## config.mk

```make
export PLATFORM = sky130hd
export DESIGN_NAME = tcons_ctrl
export DESIGN_NICKNAME = d
export VERILOG_FILES = /design/src/rtl/tcons_pkg.sv /design/src/rtl/tcons_ctrl.sv
export SDC_FILE = /design/constraint.sdc
export NUM_CORES = 1
export LEC_CHECK = 0
export ABC_AREA = 1
export CAP_MARGIN = 20
export CORE_MARGIN = 1.5
export CORE_UTILIZATION = 30
export DETAILED_ROUTE_END_ITERATION = 10
export DONT_BUFFER_PORTS = 1
export HOLD_SLACK_MARGIN = 0.06
export PLACE_DENSITY_LB_ADDON = 0.15
export SYNTH_ARGS = -nofsm -noshare
export SYNTH_HDL_FRONTEND = slang
export SYNTH_SLANG_ARGS = --single-unit
```

## constraint.sdc

```tcl
create_clock -name clk_i -period 3.2 [get_ports clk_i]
set_input_delay 0.48 -clock clk_i [delete_from_list [all_inputs] [get_ports clk_i]]
set_output_delay 0.48 -clock clk_i [all_outputs]
set_load 0.01 [all_outputs]
```

## src/rtl/tcons_pkg.sv

```systemverilog
package tcons_pkg;

  localparam int COLUMNS_DEF  = 80;
  localparam int ROWS_DEF     = 25;
  localparam int LINE_MAX_DEF = 256;

  localparam int REQ_W      = 3;
  localparam int CHAR_W     = 8;
  localparam int IDX_W      = 11;
  localparam int CUR_W      = 11;
  localparam int BUF_W      = 8;
  localparam int CELL_W     = 16;
  localparam int CFG_IDX_W  = 1;
  localparam int CFG_DATA_W = 8;

  localparam logic [CFG_IDX_W-1:0] REG_TEXT_ATTR = 1'd0;
  localparam logic [CFG_IDX_W-1:0] REG_ECHO      = 1'd1;

  localparam logic [CHAR_W-1:0] KEY_BACKSPACE = 8'd8;
  localparam logic [CHAR_W-1:0] KEY_NEWLINE   = 8'd10;
  localparam logic [CHAR_W-1:0] CHAR_SPACE    = 8'h20;
  localparam logic [CHAR_W-1:0] ATTR_BLANK    = 8'h07;
  localparam logic [CELL_W-1:0] CELL_BLANK    = {ATTR_BLANK, CHAR_SPACE};

  typedef enum logic [REQ_W-1:0] {
    REQ_PRINT      = 3'd0,
    REQ_KEY        = 3'd1,
    REQ_LINE_READ  = 3'd2,
    REQ_CHAR_READ  = 3'd3,
    REQ_CLEAR      = 3'd4,
    REQ_READ_CELL  = 3'd5
  } req_e;

  typedef enum logic [1:0] {
    MODE_IDLE = 2'd0,
    MODE_LINE = 2'd1,
    MODE_CHAR = 2'd2
  } mode_e;

  typedef enum logic [3:0] {
    S_INIT,
    S_IDLE,
    S_DECODE,
    S_PRINT,
    S_WRAP,
    S_SCROLL,
    S_FLUSH,
    S_CLEAR,
    S_BS,
    S_BS_RD,
    S_BS_WR,
    S_RC,
    S_RC_CAP,
    S_DONE
  } state_e;

  typedef struct packed {
    logic [CHAR_W-1:0] text_attribute;
    logic              echo_enable;
  } cfg_t;

  typedef struct packed {
    logic [CUR_W-1:0]  cursor_pos;
    logic [CHAR_W-1:0] cell_char;
    logic [CHAR_W-1:0] cell_attr;
    logic              buf_write;
    logic [BUF_W-1:0]  buf_index;
    logic [CHAR_W-1:0] buf_byte;
    logic              read_done;
    logic              reading;
  } res_t;

endpackage

```

## src/rtl/tcons_ctrl.sv

```systemverilog
module tcons_ctrl #(
  parameter int COLUMNS  = tcons_pkg::COLUMNS_DEF,
  parameter int ROWS     = tcons_pkg::ROWS_DEF,
  parameter int LINE_MAX = tcons_pkg::LINE_MAX_DEF
) (
  input  logic                                 clk_i,
  input  logic                                 rst_ni,
  input  logic                                 start_i,
  input  logic [tcons_pkg::REQ_W-1:0]          req_type_i,
  input  logic [tcons_pkg::CHAR_W-1:0]         char_code_i,
  input  logic [tcons_pkg::IDX_W-1:0]          cell_index_i,
  input  tcons_pkg::cfg_t                      cfg_i,
  output logic                                 busy_o,
  output logic                                 done_o,
  output tcons_pkg::res_t                      res_o,
  output logic                                 ram_we_o,
  output logic [$clog2(COLUMNS*ROWS)-1:0]      ram_waddr_o,
  output logic [tcons_pkg::CELL_W-1:0]         ram_wdata_o,
  output logic [$clog2(COLUMNS*ROWS)-1:0]      ram_raddr_o,
  input  logic [tcons_pkg::CELL_W-1:0]         ram_rdata_i
);
  import tcons_pkg::*;

  localparam int CELLS      = COLUMNS * ROWS;
  localparam int AW         = $clog2(CELLS);
  localparam int CW         = $clog2(CELLS + 1);
  localparam int COLW       = $clog2(COLUMNS);
  localparam int LINE_LIMIT = ((LINE_MAX - 1) < 255) ? (LINE_MAX - 1) : 255;

  state_e              state_q, state_d;
  logic [AW-1:0]       cnt_q, cnt_d;
  logic                pend_q, pend_d;
  logic [AW-1:0]       wa_q, wa_d;
  logic                blank_q, blank_d;
  logic [CW-1:0]       cursor_q, cursor_d;
  logic [COLW-1:0]     col_q, col_d;
  mode_e               mode_q, mode_d;
  logic [BUF_W-1:0]    lc_q, lc_d;
  logic [REQ_W-1:0]    req_q, req_d;
  logic [CHAR_W-1:0]   ch_q, ch_d;
  logic [IDX_W-1:0]    idx_q, idx_d;
  logic [CHAR_W-1:0]   cchar_q, cchar_d;
  logic [CHAR_W-1:0]   cattr_q, cattr_d;
  logic                bw_q, bw_d;
  logic [BUF_W-1:0]    bidx_q, bidx_d;
  logic [CHAR_W-1:0]   bbyte_q, bbyte_d;
  logic                rdone_q, rdone_d;

  logic accept;
  logic key_ignored;
  logic key_bs;
  logic key_drop;
  logic sweep_last;
  logic idx_valid;

  assign accept      = start_i && (state_q == S_IDLE);
  assign key_ignored = (mode_q == MODE_IDLE);
  assign key_bs      = (ch_q == KEY_BACKSPACE);
  // A full line buffer still takes the newline that terminates it.
  assign key_drop    = (mode_q != MODE_CHAR) && (ch_q != KEY_NEWLINE) &&
                       (lc_q >= BUF_W'(LINE_LIMIT));
  assign sweep_last  = (cnt_q == AW'(CELLS - 1));
  assign idx_valid   = (32'(idx_q) < 32'(CELLS));

  // Next state.
  always_comb begin
    state_d = state_q;
    case (state_q)
      S_INIT:   if (sweep_last) state_d = S_IDLE;
      S_IDLE:   if (start_i) state_d = S_DECODE;
      S_DECODE: begin
        case (req_e'(req_q))
          REQ_PRINT: state_d = S_PRINT;
          REQ_KEY: begin
            if (key_ignored) begin
              state_d = S_DONE;
            end else if (key_bs) begin
              state_d = (lc_q != '0) ? S_BS : S_DONE;
            end else if (key_drop) begin
              state_d = S_DONE;
            end else begin
              state_d = cfg_i.echo_enable ? S_PRINT : S_DONE;
            end
          end
          REQ_CLEAR:     state_d = S_CLEAR;
          REQ_READ_CELL: state_d = idx_valid ? S_RC : S_DONE;
          default:       state_d = S_DONE;
        endcase
      end
      S_PRINT:  state_d = S_WRAP;
      S_WRAP:   state_d = (cursor_q >= CW'(CELLS)) ? S_SCROLL : S_DONE;
      S_SCROLL: if (sweep_last) state_d = S_FLUSH;
      S_FLUSH:  state_d = S_DONE;
      S_CLEAR:  if (sweep_last) state_d = S_DONE;
      S_BS:     state_d = S_BS_RD;
      S_BS_RD:  state_d = S_BS_WR;
      S_BS_WR:  state_d = S_DONE;
      S_RC:     state_d = S_RC_CAP;
      S_RC_CAP: state_d = S_DONE;
      S_DONE:   state_d = S_IDLE;
      default:  state_d = S_IDLE;
    endcase
  end

  // Outputs and memory port control.
  always_comb begin
    busy_o      = (state_q != S_IDLE);
    done_o      = (state_q == S_DONE);
    ram_we_o    = 1'b0;
    ram_waddr_o = AW'(cursor_q);
    ram_wdata_o = CELL_BLANK;
    ram_raddr_o = AW'(cursor_q);
    case (state_q)
      S_INIT, S_CLEAR: begin
        ram_we_o    = 1'b1;
        ram_waddr_o = cnt_q;
      end
      S_PRINT: begin
        ram_we_o    = (ch_q != KEY_NEWLINE);
        ram_wdata_o = {cfg_i.text_attribute, ch_q};
      end
      S_SCROLL, S_FLUSH: begin
        // Reads run one cell ahead of the writes they feed.
        ram_raddr_o = (cnt_q < AW'(CELLS - COLUMNS)) ? AW'(cnt_q + AW'(COLUMNS)) : cnt_q;
        ram_we_o    = pend_q;
        ram_waddr_o = wa_q;
        ram_wdata_o = blank_q ? CELL_BLANK : ram_rdata_i;
      end
      S_BS_WR: begin
        ram_we_o    = 1'b1;
        ram_wdata_o = {ram_rdata_i[CELL_W-1:CHAR_W], CHAR_SPACE};
      end
      S_RC: ram_raddr_o = AW'(idx_q);
      default: ;
    endcase
  end

  // Datapath updates.
  always_comb begin
    cnt_d    = cnt_q;
    pend_d   = 1'b0;
    wa_d     = wa_q;
    blank_d  = blank_q;
    cursor_d = cursor_q;
    col_d    = col_q;
    mode_d   = mode_q;
    lc_d     = lc_q;
    req_d    = req_q;
    ch_d     = ch_q;
    idx_d    = idx_q;
    cchar_d  = cchar_q;
    cattr_d  = cattr_q;
    bw_d     = bw_q;
    bidx_d   = bidx_q;
    bbyte_d  = bbyte_q;
    rdone_d  = rdone_q;
    case (state_q)
      S_INIT: cnt_d = cnt_q + AW'(1);
      S_IDLE: begin
        if (accept) begin
          req_d   = req_type_i;
          ch_d    = char_code_i;
          idx_d   = cell_index_i;
          cchar_d = '0;
          cattr_d = '0;
          bw_d    = 1'b0;
          bidx_d  = '0;
          bbyte_d = '0;
          rdone_d = 1'b0;
        end
      end
      S_DECODE: begin
        cnt_d = '0;
        case (req_e'(req_q))
          REQ_KEY: begin
            if (!key_ignored && !key_bs && !key_drop) begin
              bw_d   = 1'b1;
              bidx_d = lc_q;
              if (mode_q == MODE_CHAR) begin
                bbyte_d = ch_q;
                mode_d  = MODE_IDLE;
                rdone_d = 1'b1;
              end else if (ch_q == KEY_NEWLINE) begin
                bbyte_d = '0;
                mode_d  = MODE_IDLE;
                rdone_d = 1'b1;
              end else begin
                bbyte_d = ch_q;
                lc_d    = lc_q + BUF_W'(1);
              end
            end
          end
          REQ_LINE_READ: begin
            mode_d = MODE_LINE;
            lc_d   = '0;
          end
          REQ_CHAR_READ: begin
            mode_d = MODE_CHAR;
            lc_d   = '0;
          end
          REQ_CLEAR: begin
            cursor_d = '0;
            col_d    = '0;
          end
          default: ;
        endcase
      end
      S_PRINT: begin
        if (ch_q == KEY_NEWLINE) begin
          cursor_d = cursor_q - CW'(col_q) + CW'(COLUMNS);
          col_d    = '0;
        end else begin
          cursor_d = cursor_q + CW'(1);
          col_d    = (col_q == COLW'(COLUMNS - 1)) ? '0 : col_q + COLW'(1);
        end
      end
      S_WRAP: begin
        if (cursor_q >= CW'(CELLS)) begin
          cursor_d = cursor_q - CW'(COLUMNS);
        end
      end
      S_SCROLL: begin
        pend_d  = 1'b1;
        wa_d    = cnt_q;
        blank_d = (cnt_q >= AW'(CELLS - COLUMNS));
        cnt_d   = cnt_q + AW'(1);
      end
      S_CLEAR: cnt_d = cnt_q + AW'(1);
      S_BS: begin
        lc_d = lc_q - BUF_W'(1);
        if (cursor_q != '0) begin
          cursor_d = cursor_q - CW'(1);
          col_d    = (col_q == '0) ? COLW'(COLUMNS - 1) : col_q - COLW'(1);
        end
      end
      S_RC_CAP: begin
        cchar_d = ram_rdata_i[CHAR_W-1:0];
        cattr_d = ram_rdata_i[CELL_W-1:CHAR_W];
      end
      default: ;
    endcase
  end

  always_ff @(posedge clk_i or negedge rst_ni) begin
    if (!rst_ni) begin
      state_q  <= S_INIT;
      cnt_q    <= '0;
      pend_q   <= 1'b0;
      cursor_q <= '0;
      col_q    <= '0;
      mode_q   <= MODE_IDLE;
      lc_q     <= '0;
    end else begin
      state_q  <= state_d;
      cnt_q    <= cnt_d;
      pend_q   <= pend_d;
      cursor_q <= cursor_d;
      col_q    <= col_d;
      mode_q   <= mode_d;
      lc_q     <= lc_d;
    end
  end

  always_ff @(posedge clk_i) begin
    wa_q    <= wa_d;
    blank_q <= blank_d;
    req_q   <= req_d;
    ch_q    <= ch_d;
    idx_q   <= idx_d;
    cchar_q <= cchar_d;
    cattr_q <= cattr_d;
    bw_q    <= bw_d;
    bidx_q  <= bidx_d;
    bbyte_q <= bbyte_d;
    rdone_q <= rdone_d;
  end

  always_comb begin
    res_o.cursor_pos = CUR_W'(cursor_q);
    res_o.cell_char  = cchar_q;
    res_o.cell_attr  = cattr_q;
    res_o.buf_write  = bw_q;
    res_o.buf_index  = bidx_q;
    res_o.buf_byte   = bbyte_q;
    res_o.read_done  = rdone_q;
    res_o.reading    = (mode_q != MODE_IDLE);
  end

endmodule

```

Word-level counts from Yosys, hierarchy flattened. Cells that the tools add are included.

Bits in registers: 112. Output and inout bits: 87. Word-level logic and storage cells: 175.

Add/subtract/negate cells: 11. Order comparisons: 5. Equal/unequal tests: 43. Muxes and demuxes: 61. Reduce and logical (&&, ||, !) cells: 37.

Operator list (count): 8-bit one-hot mux with 2 select lines (6); 8-bit two-way mux (10); 11-bit one-hot mux with 2 select lines (3); 11-bit two-way mux (5); 16-bit one-hot mux with 3 select lines (1); 11-bit one-hot mux with 4 select lines (1); 4-bit one-hot mux with 11 select lines (1); 4-bit two-way mux (9); 7-bit two-way mux (5); 4-bit equality test, second input constant (6); 11-bit by 1-bit adder with 11-bit output, second input constant (2); 11-bit by 7-bit adder with 11-bit output, second input constant (2); 11-bit greater-or-equal comparator, second input constant (2); 11-bit less-than comparator, second input constant (2); 2-bit inequality test, second input constant (11); 7-bit one-hot mux with 3 select lines (1); 3-bit inequality test, second input constant (6); 4-bit by 3-bit equality test with 1-bit output, second input constant (4); 8-bit by 4-bit equality test with 1-bit output, second input constant (2); 16-bit two-way mux (1); 4-bit one-hot mux with 4 select lines (1); 4-bit AND reduction (4); 11-bit equality test, second input constant (1); 11-bit nonzero test (1); other kinds (39) (70).

Logic depth before layout (Yosys ltp).
Depth after elaboration: 8. Mapped depth: 16. Depth with buffers taken out: 16.

Worst setup path after synthesis. OpenSTA, ideal clock, no wires.

Path type: register -> register. Start point: register state_q[3]. End point: register cattr_q[0] (enable). Arrival: 2.041 ns. Data required time: 2.789 ns. Slack: 0.748 ns. Cell stages (with the launch flop): 6. Clock period less this slack: 2.452 ns. Path through: dfrtp_1 inv_2 nand2_4 nor2_1 inv_1 o21ai_0.

Word-level cells in the longest chain between the ends: 4.

Ends and longest elaborated chain: start, declared (line tcons_ctrl.sv:30) `state_e state_q, state_d;`; start signal, assigned (line tcons_ctrl.sv:254) `state_q <= state_d;`; 4-bit by 1-bit equality test with 1-bit output (line tcons_ctrl.sv:56, tcons_ctrl.sv:157); 1-bit logical AND (line tcons_ctrl.sv:56) `assign accept = start_i && (state_q == S_IDLE);`; 2-bit inequality test (no source line); 2-bit AND reduction (no source line) (*); end signal, assigned (line tcons_ctrl.sv:271) `cattr_q <= cattr_d;`; end, declared (line tcons_ctrl.sv:43) `logic [CHAR_W-1:0] cattr_q, cattr_d;`.

Every way passes the cells marked *; elsewhere a longest branch is shown, timed or not. A chain may end at the register's enable or synchronous reset.

Worst setup path after layout.
Start point: register state_q[1]. End point: output ram_waddr_o[7].

Word-level cells in the longest chain between the ends: 3.

Ends and longest elaborated chain: 4-bit by 3-bit equality test with 1-bit output or 4-bit zero test (tied branches) (line tcons_ctrl.sv:113) `case (state_q)`; 2-bit OR reduction (on tied branches); 11-bit one-hot mux with 2 select lines (*) (line tcons_ctrl.sv:113); end, declared (line tcons_ctrl.sv:17) `output logic [$clog2(COLUMNS*ROWS)-1:0] ram_waddr_o,`.

Marked as above.

==> results_dict.tcl <==
set metrics [dict create \
    synth.area.top_cells "edfxtp_1, dfrtp_1, nand2_1, inv_1, ha_1" \
    final_cells 1322 \
    crit_path_end_kind "output port" \
    holdPathEnd "ch_q[5]$_DFFE_PP_" \
    grt_overflow 0 \
    wl_mm 23.6 \
    core_area_mm2 0.0244 \
    rows 57 \
    finalHoldViolCount 0 \
    hold_slack_ns 0.203 \
    yosysWarnings 0 \
    crit_arrival_ns 2.41 \
    internal_power_mw 3.61 \
    dp_cells 1304 \
    yosysSeqAreaShare_pct 42.0 \
    required_ns 2.72 \
    cts.htree.levels 3 \
    area_growth_pct 10.9 \
    yosys_register_bits 112 \
    synth_area_leader_cell "edfxtp_1" \
    peakVddDrop_mv 0.374 \
    tightest_slew_ns 0.602 \
    synthesis.nets 1066 \
    clockRootBuffer "clkbuf_16" \
    clock_path_buffers 2 \
    r2r-end "cursor_q[7]$_DFFE_PN0P_" \
    async_reset_ff_share_pct 39.3 \
    r2r_slack_ns 0.59 \
    grt_max_degree 45 \
    power.density_mw_per_mm2 862 \
    die_area_mm2 0.0259 \
    syn_inst 979 \
    drv_slew 0 \
    worstHoldStart "char_code_i[5]" \
    layout-drive-gt1-share_pct 7.52 \
    n_fill_cell 2602 \
    cts.clk_slew.worst_paths_ns 0.09 \
    die_w_um 161 \
    cts_buffers 9 \
    dpl_cell_area_mm2 0.00796 \
    p_seq_share_pct 33.5 \
    post-route-period-util_pct 90.2 \
    maxCapViolations 0 \
    ys_types 48 \
    grt_usage_pct 18.5 \
    clock-sinks 112 \
    start_util_pct 30.7 \
    hp-class "in2reg" \
    finClkSkew_ns 0.00843 \
    viasPerCell 4.97 \
    status "completed" \
    fin_area_mm2 0.00830 \
    holdPathStages 0 \
    worst_r2r_path_depth 14 \
    r2r_start "cursor_q[1]$_DFFE_PN0P_" \
    dr.pass1.iters 4 \
    dp_hpwl_mm 18.2 \
    synth_top_area_share_pct 27.3 \
    p_leak_nw 3.67 \
    num_vias 6565 \
    switching_power_mw 3.54 \
    max_freq_mhz 346 \
    cts_tree "built" \
    syn_area_per_cell_um2 7.65 \
    antenna_cells 0 \
    final_nets 1080 \
    drt-initial-drc-count 458 \
    p_clk_share_pct 16.5 \
    syn_area_mm2 0.00749 \
    die_h_um 161 \
    first_global_vias 6390 \
    ys.flop_type "edfxtp_1" \
    post_drt_wl_per_cell_um 17.9 \
    grt_antenna_before_repair 0 \
    routabilityCongestion 0.866 \
    switching_share_pct 49.5 \
    seq_area_mm2 0.00314 \
    ant_nets 0 \
    multiInputGateArea_mm2 0.00365 \
    criticalPathCategory "reg2out" \
    crit_fanout 18 \
    pre_cts_slack_ns 0.588 \
    fin_setup_tns_ns 0 \
    post-route-drc-count 0 \
    synth_edf_count 68 \
    port_buffers 0 \
    finalSetupViolCount 0 \
    slew_headroom_pct 59.4 \
    fin_ws_ns 0.313 \
    rsz0062_at_grt "no" \
    ioPinCount 137 \
    clock_latency_ns 0.36 \
    start_kind "register" \
    period_minus_slack_ns 2.89 \
    grt_first_pass_wirelength_mm 36.7 \
    combPwrFrac_pct 49.9 \
]
synthesized netlist by cell type (all sizes together), types with 2 or more instances:
cell      n
nand2   232
inv     158
nor2    118
o21ai    88
nand3    77
edfxtp   68
dfrtp    44
ha       36
a21oi    32
nor3     15
a22oi    12
o221ai   12
buf      11
xor2     11
clkbuf   10
nand4    10
o22ai     9
o211ai    8
o31ai     5
xnor2     5
a31oi     3
clkinv    2
nor3b     2
or2       2
worst max-delay path: stages (launching register included):
cell	delay, ns
dfrtp_1	0.43
inv_2	0.08
nand2_1	0.12
inv_1	0.10
o21ai_4	0.25
inv_1	0.21
buf_4	0.24
nor2_1	0.10
inv_1	0.15
o221ai_1	0.34
placed cells by master, fill, tap and decap left out, types with 14 or more instances in the layout:
cell        n
nand2_1   226
inv_1     146
nor2_1    108
nand3_1    77
o21ai_0    71
edfxtp_1   68
dfrtp_1    44
ha_1       36
a21oi_1    29
buf_4      22
o21ai_1    15
nor3_1     14
area by class of cell:
type | instances | share of cell area (%)
inverter | 160 | 7.26
clock inverter | 7 | 0.919
timing repair buffer | 24 | 2.44
clock buffer | 9 | 2.71
multi-input combinational | 686 | 43.9
sequential | 112 | 37.9
tap | 324 | 4.88
how the worst max path moves through the flow:
stage	from	to	slack [ns]	cells past startpoint
after floorplan	state_q[3]$_DFFE_PN0P_	cattr_q[0]$_SDFFCE_PN0P_	0.75	5
after global placement	state_q[3]$_DFFE_PN0P_	ram_wdata_o[5]	0.67	6
after detailed placement	state_q[1]$_DFFE_PN0P_	ram_raddr_o[1]	0.59	8
after CTS	state_q[1]$_DFFE_PN0P_	ram_raddr_o[1]	0.17	8
after global routing	state_q[2]$_DFFE_PN0P_	ram_wdata_o[5]	0.1	6
final	state_q[1]$_DFFE_PN0P_	ram_waddr_o[7]	0.31	9
sequential cells by signal, summed over array words and instances (netlist names), 7 cells and up:
signal	count
idx_q	11
wa_q	11
col_q	7
lc_q	8
cchar_q	8
ch_q	8
bbyte_q	8
cnt_q	11
bidx_q	8
cursor_q	11
cattr_q	8
logic make-up (layout without fill, tap and decap cells):
| family | Yosys count | count (layout) | share of synthesized area, % |
|---|---|---|---|
| AND/OR/NAND/NOR | 458 | 458 | 26.4 |
| adder cells (fa/ha/maj) | 37 | 37 | 6.28 |
| XOR/XNOR | 16 | 16 | 1.87 |
| AO/OA/AOI/OAI | 174 | 174 | 13.9 |
| multiplexers | 1 | 1 | 0.134 |
| flip-flops | 112 | 112 | 42.0 |
| buffers and inverters | 181 | 200 | 9.46 |
routing by layer:
metal  share of wire, %  GRT usage [%]  routed length (um)
met1                 46           25.0               11000
met2                 46           30.2               10800
met3                6.2           3.72                1450
met4                1.5           4.67                 360
met5                  0              0                   0
what timing repair did:
action | CTS | global route
setup endpoints to repair | 0 | 10
hold buffers | 2 | 0
resized for setup | 0 | 5
buffers inserted | 0 | 0
hold endpoints to repair | 44 | 0
power by group through the flow:
stage	clock (mW)	sequential (mW)	combinational [mW]
after floorplan	0	2.34	2.58
final	1.18	2.40	3.57
after global routing	1.27	2.46	4.07
after detailed placement	0	2.43	3.56
after CTS	1.23	2.40	3.59
after global placement	0	2.43	3.57
stage by stage:
stage               utilization [%]  total power [mW]
global placement               32.6              6.00
detailed placement             32.6              5.99
floorplan                         -              4.92
finish                         34.0              7.16
CTS                            34.0              7.22
global route                   34.0              7.79
Power figures use the tool's default switching activity.
